--- config.mk ---
export PLATFORM = sky130hd
export DESIGN_NAME = confusion_matrix_metrics_unit
export DESIGN_NICKNAME = d
export VERILOG_FILES = /design/src/hw/rtl/cmm_pkg.sv /design/src/hw/rtl/confusion_matrix_metrics_unit.sv /design/src/hw/rtl/cmm_iter.sv /design/src/hw/rtl/cmm_dp.sv /design/src/hw/rtl/cmm_ctrl.sv
export SDC_FILE = /design/constraint.sdc
export NUM_CORES = 2
export LEC_CHECK = 0
export BUFFER_PORTS_ARGS = -buffer_cell sky130_fd_sc_hd__buf_2
export CAP_MARGIN = 10
export CORE_MARGIN = 5
export CORE_UTILIZATION = 30
export DETAILED_ROUTE_END_ITERATION = 16
export GPL_TIMING_DRIVEN = 0
export PLACE_DENSITY = 0.41
export SETUP_SLACK_MARGIN = 0.15
export SLEW_MARGIN = 20
export SYNTH_ARGS = -nofsm -noshare
export SYNTH_HDL_FRONTEND = slang
export SYNTH_SLANG_ARGS = --single-unit
--- constraint.sdc ---
create_clock -name clk -period 20 [get_ports clk]
set_input_delay 3 -clock clk [delete_from_list [all_inputs] [get_ports clk]]
set_output_delay 3 -clock clk [all_outputs]
set_load 0.01 [all_outputs]
--- src/hw/rtl/cmm_pkg.sv ---
package cmm_pkg;

	// Field widths
	localparam int CNT_W   = 32;
	localparam int FRAC_W  = 16;
	localparam int MCC_W   = 16;
	localparam int MCC_FRAC = 15;

	// Internal widths, all following from the counter and score widths
	localparam int SCORE_W = FRAC_W + 1;
	localparam int SUM_W   = CNT_W + 2;
	localparam int PAIR_W  = CNT_W + 1;
	localparam int MAG_W   = 2 * CNT_W;
	localparam int PROD_W  = 2 * PAIR_W;
	localparam int DEN_W   = 2 * PROD_W;
	localparam int WORK_W  = DEN_W + 1;
	localparam int SHIFT_W = PROD_W;
	localparam int QUO_W   = 2 * FRAC_W + 1;
	localparam int STEP_W  = $clog2(SHIFT_W + 1);

	localparam logic [SCORE_W-1:0] SCORE_ONE = {1'b1, {FRAC_W{1'b0}}};
	localparam logic [FRAC_W-1:0]  SCORE_HALF = {1'b1, {(FRAC_W-1){1'b0}}};
	localparam logic [FRAC_W-1:0]  THRESHOLD_RESET = SCORE_HALF;
	localparam longint TINY_INT = ((longint'(1) << FRAC_W) + 99999) / 100000;
	localparam logic [SCORE_W:0]   TINY_SUM = (SCORE_W+1)'(TINY_INT);
	localparam logic [MCC_W-1:0]   MCC_MAX = {1'b0, {(MCC_W-1){1'b1}}};

	// Configuration register indexes
	localparam logic CFG_THRESHOLD = 1'b0;
	localparam logic CFG_SCORE_SEL = 1'b1;

	typedef enum logic [1:0] {
		SEL_ACC = 2'd0,
		SEL_F1  = 2'd1,
		SEL_MCC = 2'd2,
		SEL_HS  = 2'd3
	} score_sel_t;

	typedef enum logic [1:0] {
		IT_MUL  = 2'd0,
		IT_DIV  = 2'd1,
		IT_SQRT = 2'd2
	} iter_mode_t;

	// Micro-operations run in this order for every item
	typedef enum logic [3:0] {
		OP_ACC  = 4'd0,
		OP_PREC = 4'd1,
		OP_REC  = 4'd2,
		OP_SPEC = 4'd3,
		OP_F1   = 4'd4,
		OP_RS   = 4'd5,
		OP_HS   = 4'd6,
		OP_AD   = 4'd7,
		OP_BC   = 4'd8,
		OP_P1   = 4'd9,
		OP_P2   = 4'd10,
		OP_DEN  = 4'd11,
		OP_MAG2 = 4'd12,
		OP_X    = 4'd13,
		OP_SQRT = 4'd14
	} op_t;

	localparam op_t OP_FIRST = OP_ACC;
	localparam op_t OP_LAST  = OP_SQRT;

	typedef struct packed {
		logic accept;
		logic start;
		op_t  op;
		logic load;
	} cmm_cmd_t;

	typedef struct packed {
		logic done;
	} cmm_sts_t;

	// Result item, first field in the highest bits
	typedef struct packed {
		logic [FRAC_W-1:0] loss;
		logic [FRAC_W-1:0] sens_spec_score;
		logic [MCC_W-1:0]  mcc;
		logic [FRAC_W-1:0] f1_score;
		logic [FRAC_W-1:0] specificity;
		logic [FRAC_W-1:0] recall;
		logic [FRAC_W-1:0] precision;
		logic [FRAC_W-1:0] accuracy;
		logic [CNT_W-1:0]  true_neg;
		logic [CNT_W-1:0]  false_neg;
		logic [CNT_W-1:0]  false_pos;
		logic [CNT_W-1:0]  true_pos;
	} cmm_result_t;

	// Clamp an unsaturated score to the output range.
	function automatic logic [FRAC_W-1:0] sat_score(logic [SCORE_W:0] v);
		logic [FRAC_W-1:0] r;
		r = (v >= (SCORE_W+1)'(SCORE_ONE)) ? {FRAC_W{1'b1}} : v[FRAC_W-1:0];
		return r;
	endfunction

endpackage

--- src/hw/rtl/confusion_matrix_metrics_unit.sv ---
// Binary confusion-matrix metrics unit.
// The slave stream takes one prediction per transfer, with its optional label;
// the master stream returns one result per item: the four saturating counts,
// accuracy, precision, recall, specificity, F1, MCC, the harmonic
// recall/specificity score and the selected loss. The configuration channel
// writes the decision threshold (index 0) and the loss score select (index 1),
// and is always ready.
// Fifteen micro-operations run one after the other on a single shared
// multiply/divide/square-root unit, then the output register is loaded. The
// 66-step product of the MCC denominator and the 64-step squared numerator
// are the longest of them.
// One item is in work at a time: a new item is not accepted until the last
// one has been loaded into the output register.
// A stalled receiver holds the result in the output register; the next item is
// still accepted and computed, and waits until that register is taken.
// Reset clears the counts, sets the threshold to one half and selects accuracy.
module confusion_matrix_metrics_unit import cmm_pkg::*; (
	input  logic         clk,
	input  logic         arst_n,
	input  logic         s_axis_tvalid,
	output logic         s_axis_tready,
	// [15:0] pred_score, [16] pred_bool, [32:17] label_score, [33] label_bool
	input  logic [39:0]  s_axis_tdata,
	// [0] pred_is_bool, [1] label_is_bool, [2] label_present
	input  logic [2:0]   s_axis_tuser,
	output logic         m_axis_tvalid,
	input  logic         m_axis_tready,
	// true_pos, false_pos, false_neg, true_neg (32 each), then accuracy,
	// precision, recall, specificity, f1_score, mcc, sens_spec_score, loss
	output logic [255:0] m_axis_tdata,
	input  logic         cfg_valid,
	output logic         cfg_ready,
	input  logic         cfg_index,
	input  logic [15:0]  cfg_data
);

	cmm_cmd_t    cmd;
	cmm_sts_t    sts;
	cmm_result_t result;
	cmm_result_t out_q;

	cmm_ctrl u_ctrl (
		.clk       (clk),
		.arst_n    (arst_n),
		.in_valid  (s_axis_tvalid),
		.in_ready  (s_axis_tready),
		.out_ready (m_axis_tready),
		.out_valid (m_axis_tvalid),
		.cmd       (cmd),
		.sts       (sts)
	);

	cmm_dp u_dp (
		.clk           (clk),
		.arst_n        (arst_n),
		.cmd           (cmd),
		.sts           (sts),
		.pred_score    (s_axis_tdata[15:0]),
		.pred_is_bool  (s_axis_tuser[0]),
		.pred_bool     (s_axis_tdata[16]),
		.label_score   (s_axis_tdata[32:17]),
		.label_is_bool (s_axis_tuser[1]),
		.label_bool    (s_axis_tdata[33]),
		.label_present (s_axis_tuser[2]),
		.cfg_write     (cfg_valid),
		.cfg_index     (cfg_index),
		.cfg_data      (cfg_data),
		.result        (result)
	);

	// Output register
	always_ff @(posedge clk) begin
		if (cmd.load) begin
			out_q <= result;
		end
	end

	assign cfg_ready    = 1'b1;
	assign m_axis_tdata = out_q;

endmodule

--- src/hw/rtl/cmm_iter.sv ---
module cmm_iter import cmm_pkg::*; (
	input  logic               clk,
	input  logic               arst_n,
	input  logic               start,
	input  iter_mode_t         mode,
	input  logic [STEP_W-1:0]  steps,
	input  logic [WORK_W-1:0]  w_init,
	input  logic [DEN_W-1:0]   m_init,
	input  logic [SHIFT_W-1:0] s_init,
	output logic               done,
	output logic [WORK_W-1:0]  work,
	output logic [QUO_W-1:0]   quo
);

	logic               busy_q;
	logic               done_q;
	logic [STEP_W-1:0]  cnt_q;
	iter_mode_t         mode_q;
	logic [WORK_W-1:0]  w_q;
	logic [DEN_W-1:0]   m_q;
	logic [SHIFT_W-1:0] s_q;
	logic [QUO_W-1:0]   q_q;

	logic [WORK_W-1:0] rem_shift;
	logic [WORK_W-1:0] divisor;
	logic [WORK_W-1:0] diff;
	logic [WORK_W-1:0] acc_sum;
	logic              fits;

	// One restoring step: division brings in one bit, square root two.
	always_comb begin
		if (mode_q == IT_SQRT) begin
			rem_shift = {w_q[WORK_W-3:0], s_q[SHIFT_W-1 -: 2]};
			divisor   = WORK_W'({q_q, 2'b01});
		end else begin
			rem_shift = {w_q[WORK_W-2:0], s_q[SHIFT_W-1]};
			divisor   = {1'b0, m_q};
		end
		fits    = rem_shift >= divisor;
		diff    = rem_shift - divisor;
		acc_sum = w_q + {1'b0, m_q};
	end

	// Step counter and completion flag
	always_ff @(posedge clk or negedge arst_n) begin
		if (!arst_n) begin
			busy_q <= 1'b0;
			done_q <= 1'b0;
			cnt_q  <= '0;
		end else begin
			done_q <= busy_q && (cnt_q == STEP_W'(1));
			if (start) begin
				busy_q <= 1'b1;
				cnt_q  <= steps;
			end else if (busy_q) begin
				cnt_q <= cnt_q - STEP_W'(1);
				if (cnt_q == STEP_W'(1)) begin
					busy_q <= 1'b0;
				end
			end
		end
	end

	// Shift-add multiply, restoring divide and restoring square root
	always_ff @(posedge clk) begin
		if (start) begin
			mode_q <= mode;
			w_q    <= w_init;
			m_q    <= m_init;
			s_q    <= s_init;
			q_q    <= '0;
		end else if (busy_q) begin
			case (mode_q)
				IT_MUL: begin
					if (s_q[0]) begin
						w_q <= acc_sum;
					end
					m_q <= m_q << 1;
					s_q <= s_q >> 1;
				end
				IT_DIV: begin
					w_q <= fits ? diff : rem_shift;
					q_q <= {q_q[QUO_W-2:0], fits};
					s_q <= s_q << 1;
				end
				IT_SQRT: begin
					w_q <= fits ? diff : rem_shift;
					q_q <= {q_q[QUO_W-2:0], fits};
					s_q <= s_q << 2;
				end
				default: begin
					w_q <= w_q;
				end
			endcase
		end
	end

	assign done = done_q;
	assign work = w_q;
	assign quo  = q_q;

endmodule

--- src/hw/rtl/cmm_dp.sv ---
module cmm_dp import cmm_pkg::*; (
	input  logic              clk,
	input  logic              arst_n,
	input  cmm_cmd_t          cmd,
	output cmm_sts_t          sts,
	input  logic [FRAC_W-1:0] pred_score,
	input  logic              pred_is_bool,
	input  logic              pred_bool,
	input  logic [FRAC_W-1:0] label_score,
	input  logic              label_is_bool,
	input  logic              label_bool,
	input  logic              label_present,
	input  logic              cfg_write,
	input  logic              cfg_index,
	input  logic [FRAC_W-1:0] cfg_data,
	output cmm_result_t       result
);

	logic [FRAC_W-1:0] thr_q;
	score_sel_t        sel_q;
	logic [CNT_W-1:0]  tp_q, fp_q, fn_q, tn_q;

	logic [SCORE_W-1:0]   acc_q, prec_q, rec_q, spec_q, f1_q, hs_q, root_q;
	logic [2*SCORE_W-1:0] rs_q;
	logic [MAG_W-1:0]     ad_q, bc_q;
	logic [PROD_W-1:0]    p1_q, p2_q;
	logic [DEN_W-1:0]     den_q;
	logic [2*MAG_W-1:0]   mag2_q;
	logic [QUO_W-1:0]     x_q;

	// Configuration registers
	always_ff @(posedge clk or negedge arst_n) begin
		if (!arst_n) begin
			thr_q <= THRESHOLD_RESET;
			sel_q <= SEL_ACC;
		end else if (cfg_write) begin
			unique case (cfg_index)
				CFG_THRESHOLD: thr_q <= cfg_data;
				CFG_SCORE_SEL: sel_q <= score_sel_t'(cfg_data[1:0]);
				default:       thr_q <= thr_q;
			endcase
		end
	end

	// Classification and saturating counters
	logic pred_pos, label_pos;
	assign pred_pos  = pred_is_bool ? pred_bool : (pred_score >= thr_q);
	assign label_pos = label_is_bool ? label_bool : (label_score > SCORE_HALF);

	always_ff @(posedge clk or negedge arst_n) begin
		if (!arst_n) begin
			tp_q <= '0;
			fp_q <= '0;
			fn_q <= '0;
			tn_q <= '0;
		end else if (cmd.accept && label_present) begin
			if (pred_pos && label_pos && (tp_q != '1)) tp_q <= tp_q + CNT_W'(1);
			if (pred_pos && !label_pos && (fp_q != '1)) fp_q <= fp_q + CNT_W'(1);
			if (!pred_pos && label_pos && (fn_q != '1)) fn_q <= fn_q + CNT_W'(1);
			if (!pred_pos && !label_pos && (tn_q != '1)) tn_q <= tn_q + CNT_W'(1);
		end
	end

	// Marginal sums of the matrix
	logic [SUM_W-1:0] total, correct, ppos, pos, neg, pneg, f1_num, f1_den;
	assign total   = SUM_W'(tp_q) + SUM_W'(fp_q) + SUM_W'(fn_q) + SUM_W'(tn_q);
	assign correct = SUM_W'(tp_q) + SUM_W'(tn_q);
	assign ppos    = SUM_W'(tp_q) + SUM_W'(fp_q);
	assign pos     = SUM_W'(tp_q) + SUM_W'(fn_q);
	assign neg     = SUM_W'(fp_q) + SUM_W'(tn_q);
	assign pneg    = SUM_W'(fn_q) + SUM_W'(tn_q);
	assign f1_num  = SUM_W'(tp_q) << 1;
	assign f1_den  = f1_num + SUM_W'(fn_q) + SUM_W'(fp_q);

	// Signed MCC numerator as sign and magnitude
	logic             mcc_neg;
	logic [MAG_W-1:0] mag;
	assign mcc_neg = ad_q < bc_q;
	assign mag     = mcc_neg ? (bc_q - ad_q) : (ad_q - bc_q);

	logic [SCORE_W:0]     ss_sum;
	logic [2*SCORE_W:0]   hs_num;
	assign ss_sum = {1'b0, rec_q} + {1'b0, spec_q};
	assign hs_num = {rs_q, 1'b0};

	// Operand selection for the shared iterative unit
	iter_mode_t         it_mode;
	logic [STEP_W-1:0]  it_steps;
	logic [WORK_W-1:0]  it_w;
	logic [DEN_W-1:0]   it_m;
	logic [SHIFT_W-1:0] it_s;
	logic [SUM_W-1:0]   r_num, r_den;
	logic               it_done;
	logic [WORK_W-1:0]  it_work;
	logic [QUO_W-1:0]   it_quo;

	always_comb begin
		r_num = '0;
		r_den = '0;
		case (cmd.op)
			OP_ACC:  begin r_num = correct; r_den = total;  end
			OP_PREC: begin r_num = SUM_W'(tp_q); r_den = ppos; end
			OP_REC:  begin r_num = SUM_W'(tp_q); r_den = pos;  end
			OP_SPEC: begin r_num = SUM_W'(tn_q); r_den = neg;  end
			OP_F1:   begin r_num = f1_num; r_den = f1_den; end
			default: begin r_num = '0; r_den = '0; end
		endcase
	end

	always_comb begin
		it_mode  = IT_DIV;
		it_steps = STEP_W'(FRAC_W);
		it_w     = WORK_W'(r_num);
		it_m     = DEN_W'(r_den);
		it_s     = '0;
		case (cmd.op)
			OP_RS: begin
				it_mode  = IT_MUL;
				it_steps = STEP_W'(SCORE_W);
				it_w     = '0;
				it_m     = DEN_W'(rec_q);
				it_s     = SHIFT_W'(spec_q);
			end
			OP_HS: begin
				it_steps = STEP_W'(SCORE_W);
				it_w     = WORK_W'(hs_num >> SCORE_W);
				it_m     = DEN_W'(ss_sum);
				it_s     = SHIFT_W'(hs_num[SCORE_W-1:0]) << (SHIFT_W - SCORE_W);
			end
			OP_AD: begin
				it_mode  = IT_MUL;
				it_steps = STEP_W'(CNT_W);
				it_w     = '0;
				it_m     = DEN_W'(tp_q);
				it_s     = SHIFT_W'(tn_q);
			end
			OP_BC: begin
				it_mode  = IT_MUL;
				it_steps = STEP_W'(CNT_W);
				it_w     = '0;
				it_m     = DEN_W'(fp_q);
				it_s     = SHIFT_W'(fn_q);
			end
			OP_P1: begin
				it_mode  = IT_MUL;
				it_steps = STEP_W'(PAIR_W);
				it_w     = '0;
				it_m     = DEN_W'(pos);
				it_s     = SHIFT_W'(neg);
			end
			OP_P2: begin
				it_mode  = IT_MUL;
				it_steps = STEP_W'(PAIR_W);
				it_w     = '0;
				it_m     = DEN_W'(ppos);
				it_s     = SHIFT_W'(pneg);
			end
			OP_DEN: begin
				it_mode  = IT_MUL;
				it_steps = STEP_W'(PROD_W);
				it_w     = '0;
				it_m     = DEN_W'(p1_q);
				it_s     = p2_q;
			end
			OP_MAG2: begin
				it_mode  = IT_MUL;
				it_steps = STEP_W'(MAG_W);
				it_w     = '0;
				it_m     = DEN_W'(mag);
				it_s     = SHIFT_W'(mag);
			end
			OP_X: begin
				// Dividend is the squared numerator shifted up by twice the fraction.
				it_steps = STEP_W'(QUO_W);
				it_w     = WORK_W'(mag2_q >> 1);
				it_m     = den_q;
				it_s     = {mag2_q[0], {(SHIFT_W-1){1'b0}}};
			end
			OP_SQRT: begin
				it_mode  = IT_SQRT;
				it_steps = STEP_W'(SCORE_W);
				it_w     = '0;
				it_m     = '0;
				it_s     = SHIFT_W'(x_q) << (SHIFT_W - 2*SCORE_W);
			end
			default: begin
				it_mode = IT_DIV;
			end
		endcase
	end

	cmm_iter u_iter (
		.clk    (clk),
		.arst_n (arst_n),
		.start  (cmd.start),
		.mode   (it_mode),
		.steps  (it_steps),
		.w_init (it_w),
		.m_init (it_m),
		.s_init (it_s),
		.done   (it_done),
		.work   (it_work),
		.quo    (it_quo)
	);

	assign sts.done = it_done;

	// Ratio with its special cases: empty denominator and a full ratio
	logic [SCORE_W-1:0] ratio_val;
	always_comb begin
		if (r_den == '0) begin
			ratio_val = (cmd.op == OP_F1) ? SCORE_ONE : '0;
		end else if (r_num >= r_den) begin
			ratio_val = SCORE_ONE;
		end else begin
			ratio_val = SCORE_W'(it_quo[FRAC_W-1:0]);
		end
	end

	// Capture the finished operation
	always_ff @(posedge clk) begin
		if (it_done) begin
			case (cmd.op)
				OP_ACC:  acc_q  <= ratio_val;
				OP_PREC: prec_q <= ratio_val;
				OP_REC:  rec_q  <= ratio_val;
				OP_SPEC: spec_q <= ratio_val;
				OP_F1:   f1_q   <= ratio_val;
				OP_RS:   rs_q   <= it_work[2*SCORE_W-1:0];
				OP_HS:   hs_q   <= (ss_sum < TINY_SUM) ? '0 : it_quo[SCORE_W-1:0];
				OP_AD:   ad_q   <= it_work[MAG_W-1:0];
				OP_BC:   bc_q   <= it_work[MAG_W-1:0];
				OP_P1:   p1_q   <= it_work[PROD_W-1:0];
				OP_P2:   p2_q   <= it_work[PROD_W-1:0];
				OP_DEN:  den_q  <= it_work[DEN_W-1:0];
				OP_MAG2: mag2_q <= it_work[2*MAG_W-1:0];
				OP_X:    x_q    <= it_quo;
				OP_SQRT: root_q <= it_quo[SCORE_W-1:0];
				default: acc_q  <= acc_q;
			endcase
		end
	end

	// MCC output and loss
	logic               den_zero, m_neg;
	logic [SCORE_W-1:0] m_mag, qm;
	logic [MCC_W-1:0]   mcc_out;
	logic [SCORE_W:0]   loss_raw;
	logic [SCORE_W-1:0] sel_score;

	always_comb begin
		den_zero = den_q == '0;
		m_mag    = den_zero ? '0 : root_q;
		m_neg    = !den_zero && mcc_neg;
		qm       = m_mag >> (FRAC_W - MCC_FRAC);
		if (m_neg) begin
			mcc_out = -MCC_W'(qm);
		end else if (qm > SCORE_W'(MCC_MAX)) begin
			mcc_out = MCC_MAX;
		end else begin
			mcc_out = MCC_W'(qm);
		end

		case (sel_q)
			SEL_ACC: sel_score = acc_q;
			SEL_F1:  sel_score = f1_q;
			default: sel_score = hs_q;
		endcase

		if (sel_q == SEL_MCC) begin
			loss_raw = m_neg ? ({1'b0, SCORE_ONE} + {1'b0, m_mag})
			                 : ({1'b0, SCORE_ONE} - {1'b0, m_mag});
		end else if (sel_score >= SCORE_ONE) begin
			loss_raw = '0;
		end else begin
			loss_raw = {1'b0, SCORE_ONE} - {1'b0, sel_score};
		end
	end

	always_comb begin
		result.true_pos        = tp_q;
		result.false_pos       = fp_q;
		result.false_neg       = fn_q;
		result.true_neg        = tn_q;
		result.accuracy        = sat_score({1'b0, acc_q});
		result.precision       = sat_score({1'b0, prec_q});
		result.recall          = sat_score({1'b0, rec_q});
		result.specificity     = sat_score({1'b0, spec_q});
		result.f1_score        = sat_score({1'b0, f1_q});
		result.mcc             = mcc_out;
		result.sens_spec_score = sat_score({1'b0, hs_q});
		result.loss            = sat_score(loss_raw);
	end

endmodule

--- src/hw/rtl/cmm_ctrl.sv ---
module cmm_ctrl import cmm_pkg::*; (
	input  logic     clk,
	input  logic     arst_n,
	input  logic     in_valid,
	output logic     in_ready,
	input  logic     out_ready,
	output logic     out_valid,
	output cmm_cmd_t cmd,
	input  cmm_sts_t sts
);

	typedef enum logic [3:0] {
		ST_IDLE  = 4'b0001,
		ST_ISSUE = 4'b0010,
		ST_WAIT  = 4'b0100,
		ST_HOLD  = 4'b1000
	} state_t;

	state_t state_q;
	op_t    op_q;
	logic   out_valid_q;

	// Command decode
	always_comb begin
		cmd.accept = in_valid && (state_q == ST_IDLE);
		cmd.start  = state_q == ST_ISSUE;
		cmd.op     = op_q;
		cmd.load   = (state_q == ST_HOLD) && (!out_valid_q || out_ready);
	end

	// Sequencer over the micro-operations
	always_ff @(posedge clk or negedge arst_n) begin
		if (!arst_n) begin
			state_q <= ST_IDLE;
			op_q    <= OP_FIRST;
		end else begin
			unique case (state_q)
				ST_IDLE: begin
					if (cmd.accept) begin
						op_q    <= OP_FIRST;
						state_q <= ST_ISSUE;
					end
				end
				ST_ISSUE: state_q <= ST_WAIT;
				ST_WAIT: begin
					if (sts.done) begin
						if (op_q == OP_LAST) begin
							state_q <= ST_HOLD;
						end else begin
							op_q    <= op_t'(op_q + 1'b1);
							state_q <= ST_ISSUE;
						end
					end
				end
				ST_HOLD: begin
					if (cmd.load) begin
						state_q <= ST_IDLE;
					end
				end
				default: state_q <= ST_IDLE;
			endcase
		end
	end

	// Output register occupancy
	always_ff @(posedge clk or negedge arst_n) begin
		if (!arst_n) begin
			out_valid_q <= 1'b0;
		end else if (cmd.load) begin
			out_valid_q <= 1'b1;
		end else if (out_ready) begin
			out_valid_q <= 1'b0;
		end
	end

	assign in_ready  = state_q == ST_IDLE;
	assign out_valid = out_valid_q;

endmodule
==> impl_metrics.tcl <==
set metrics [dict create \
    status "completed" \
    timing.critical_path.required_ns 20.63 \
    worstPathArrival_ns 12.14 \
    post_synth_num_cell_types 107 \
    hold_wc_startpoint "u_dp.u_iter.quo[32]$_SDFFE_PP0P_" \
    cts_htree_levels 4 \
    slew_headroom_pct 10.0 \
    postSynthRegisterBits 1491 \
    layout_worst_path_cycle_share_pct 57.5 \
    drt_wl_total_um 597000 \
    floorplan.die_area_um2 360000 \
    cell_chain_critical_path "inv_1 > ha_1 > buf_2 > clkbuf_2 > clkbuf_2 > clkbuf_1 > buf_1 > mux2i_1 > ha_1 > nand3_1 > o21bai_1 > a21o_1 > a21o_1 > o21ba_2 > o31a_1 > o41ai_2 > o21ai_1 > o31ai_4 > nand2_1 > clkbuf_2 > o21ai_0" \
    finalSetupTns_ns 0 \
    synthesis.area_per_instance_um2 9.70 \
    post_synth_inst_count 10763 \
    yosysTopAreaCell "sky130_fd_sc_hd__edfxtp_1" \
    cts_buffers 189 \
    hpwl_um 477000 \
    synthTopCellsByArea "sky130_fd_sc_hd__edfxtp_1, sky130_fd_sc_hd__ha_1, sky130_fd_sc_hd__a21oi_1" \
    synth.most_common_cell "sky130_fd_sc_hd__edfxtp_1" \
    vdd_drop_max_mv 0.0914 \
    synth_enable_flop_cells 1294 \
    drt-pass1-iter-count 9 \
    placement.cell_area_um2 114000 \
    pin_slew_with_the_least_headroom_to_its_limit_ns 1.35 \
    fillers 35479 \
    globalplace.congestion 1.00 \
    clock_root_buffer "sky130_fd_sc_hd__clkbuf_16" \
    timing.clock.skew_ns 0.0863 \
    reg2reg_from "u_dp.u_iter.mode_q[0]$_DFFE_PP_" \
    final_hold_vio_count 0 \
    grt.overflow.total 0 \
    worst_setup_hold_path_clk_slew_ns 0.06 \
    finish.instance_area_um2 121000 \
    power_per_cell_area_nw_per_um2 139 \
    ys.warnings.count 0 \
    post-route-util_pct 34.8 \
    first_iter_violations 12233 \
    avgRoutedWirePerCell_um 36.9 \
    clkLatencyLatePin_ns 0.95 \
    cts.repair_timing.setup_buffer_count 0 \
    coreArea_um2 346000 \
    synth_top_cells_by_count "sky130_fd_sc_hd__edfxtp_1, sky130_fd_sc_hd__a21oi_1, sky130_fd_sc_hd__nand2_1, sky130_fd_sc_hd__ha_1, sky130_fd_sc_hd__nor2_1" \
    worst-setup-path-type "reg -> reg" \
    setup.worst_path.end_class "flop" \
    detailroute.via_count 98240 \
    crit_slowest_cell "sky130_fd_sc_hd__buf_1" \
    via_count_of_the_first_global_routing_pass 92868 \
    fin_nets 12218 \
    fmaxAchievable_mhz 86.9 \
    clock_path_buffers 4 \
    worst_hold_path_type "reg -> reg" \
    synth_fp_nets 11601 \
    fin_worst_hold_slack_ns 0.481 \
    num_io_pins 324 \
    startpoint "u_dp.u_iter.mode_q[0]$_DFFE_PP_" \
    die_y_um 600 \
    layout_min_cycle_time_ns 11.50 \
    final_layout_size_suffix_gt1_share_pct 10.6 \
    drv.max_cap_violation_count 0 \
    cts_tree "built" \
    report.final.slew_viol_count 0 \
    critPathMaxFanout 10 \
    mappedNetlistArea_um2 104000 \
    place.port_buffers 316 \
    areaGrowthSynthToFinish_pct 15.6 \
    die-width_um 600 \
    antenna_violations_before_repair 84 \
    crit_path_start_kind "flop" \
    setup_viol 0 \
    power.leakage_nw 45.9 \
    clock_sink_count 1491 \
    initial_utilization_pct 30.1 \
    grt_max_degree 87 \
    asyncSetResetFlopFracSynth_pct 11.0 \
    wire_length_of_the_first_global_routing_pass_um 798000 \
    antenna_left 0 \
    cts.hold.buffers_added 0 \
    vias_per_cell 6.08 \
    critPathMostFrequentCell "sky130_fd_sc_hd__clkbuf_2" \
    synth_flop_cell "sky130_fd_sc_hd__edfxtp_1" \
    drc 0 \
    synthDominantCellAreaShare_pct 37.2 \
    core.rowCount 216 \
    grt_setup_unrepaired "false" \
    finalPower_mw 16.8 \
    cts_repair_resize_count 0 \
    globalRouteTotalUtil_pct 31.8 \
    critical_path.max_stage_delay_ns 1.01 \
    seq_area_frac_synth_pct 41.8 \
]
[where the power goes]
part | internal [mW] | switching (mW) | total, mW
Clock | 2.07 | 1.52 | 3.59
Combinational | 2.70 | 5.40 | 8.10
Sequential | 4.10 | 1.02 | 5.12
[worst paths after layout]
kind,end,slack (ns),cells after the start
max,u_dp.u_iter.work[116]$_DFFE_PP_,8.50,21
min,u_dp.x_q[32]$_DFFE_PP_,0.48,0
max reg2reg,u_dp.u_iter.work[116]$_DFFE_PP_,8.50,21
min reg2reg,u_dp.x_q[32]$_DFFE_PP_,0.48,0
max in group asynchronous,u_ctrl.state_q[3]$_DFFE_PN0P_,16.85,2
min in group asynchronous,u_dp.tp_q[21]$_DFFE_PN0P_,2.11,1
[worst max-delay path: cells and delay by family, from the launching register on]
kind / cells / cell delay [ns]
flops: 1 / 0.50
compound gates: 9 / 4.34
buf+inv: 7 / 4.05
mux: 1 / 0.21
fa+ha+maj: 2 / 0.58
simple gates: 2 / 1.42
[area by class of cell]
cell class | count | area, um2 | share of cell area (%)
Buffer | 564 | 2280 | 1.89
Multi-Input combinational cell | 8217 | 57000 | 47.3
Antenna cell | 39 | 97.6 | 0.0809
Tap cell | 4578 | 5730 | 4.75
Inverter | 491 | 1840 | 1.53
Sequential cell | 1491 | 43600 | 36.2
Timing Repair Buffer | 426 | 3700 | 3.07
Clock inverter | 121 | 1340 | 1.11
Clock buffer | 225 | 4980 | 4.13
[cells by family (layout without fill, tap and decap cells)]
family / Yosys count / after routing / share of synthesized area [%]
AOI/OAI and AO/OA: 3622 / 3622 / 22.9
and+or+nand+nor: 2912 / 2912 / 13.5
other: 1 / 40 / 0.00359
DFF: 1491 / 1491 / 41.8
muxes: 270 / 270 / 2.76
buffers and inverters: 1055 / 1827 / 3.84
adders and majority gates: 773 / 773 / 9.81
xor gates and xnor gates: 639 / 639 / 5.36
[per-stage QoR]
step | worst slack (ns) | instances
after global placement | -3.86 | 15657
after global routing | 8.67 | 16117
after detailed placement | 9.03 | 15767
after CTS | 8.88 | 16113
after floorplan | 5.44 | 10763
final | 8.50 | 16152
[cell usage in the layout (no fill, tap or decap), types with 155 or more instances in the layout]
cell                        count
sky130_fd_sc_hd__a21o_1       350
sky130_fd_sc_hd__clkbuf_16    191
sky130_fd_sc_hd__o21bai_1     156
sky130_fd_sc_hd__nor3_1       156
sky130_fd_sc_hd__clkbuf_1     452
sky130_fd_sc_hd__nand4_1      218
sky130_fd_sc_hd__xor2_1       205
sky130_fd_sc_hd__a21oi_1     1046
sky130_fd_sc_hd__a22oi_1      205
sky130_fd_sc_hd__nand2b_1     155
sky130_fd_sc_hd__nor2_1       665
sky130_fd_sc_hd__o21ai_0      627
sky130_fd_sc_hd__buf_2        350
sky130_fd_sc_hd__edfxtp_1    1294
sky130_fd_sc_hd__inv_1        490
sky130_fd_sc_hd__xnor2_1      434
sky130_fd_sc_hd__dfrtp_1      162
sky130_fd_sc_hd__nand3_1      204
sky130_fd_sc_hd__nand2_1      888
sky130_fd_sc_hd__ha_1         698
[sequential cells by signal, summed over array words and instances, names as in the netlist, 33 cells and up]
signal / flops
m_axis_tdata: 256
u_dp.den_q: 132
u_dp.u_iter.m_q: 132
u_dp.u_iter.work: 132
u_dp.mag2_q: 128
u_dp.p1_q: 66
u_dp.p2_q: 66
u_dp.u_iter.s_q: 66
u_dp.ad_q: 64
u_dp.bc_q: 64
u_dp.rs_q: 34
u_dp.u_iter.quo: 33
u_dp.x_q: 33
[per-layer routing]
layer	vias to the layer above	part of all wire, %	GRT usage [%]
met4	26	6.1	16.0
met1	49563	42	42.5
met2	5450	43	48.9
li1	42010	-	-
met5	-	0.030	0
met3	1191	8.9	6.49
(Power assumes the default switching activity.)
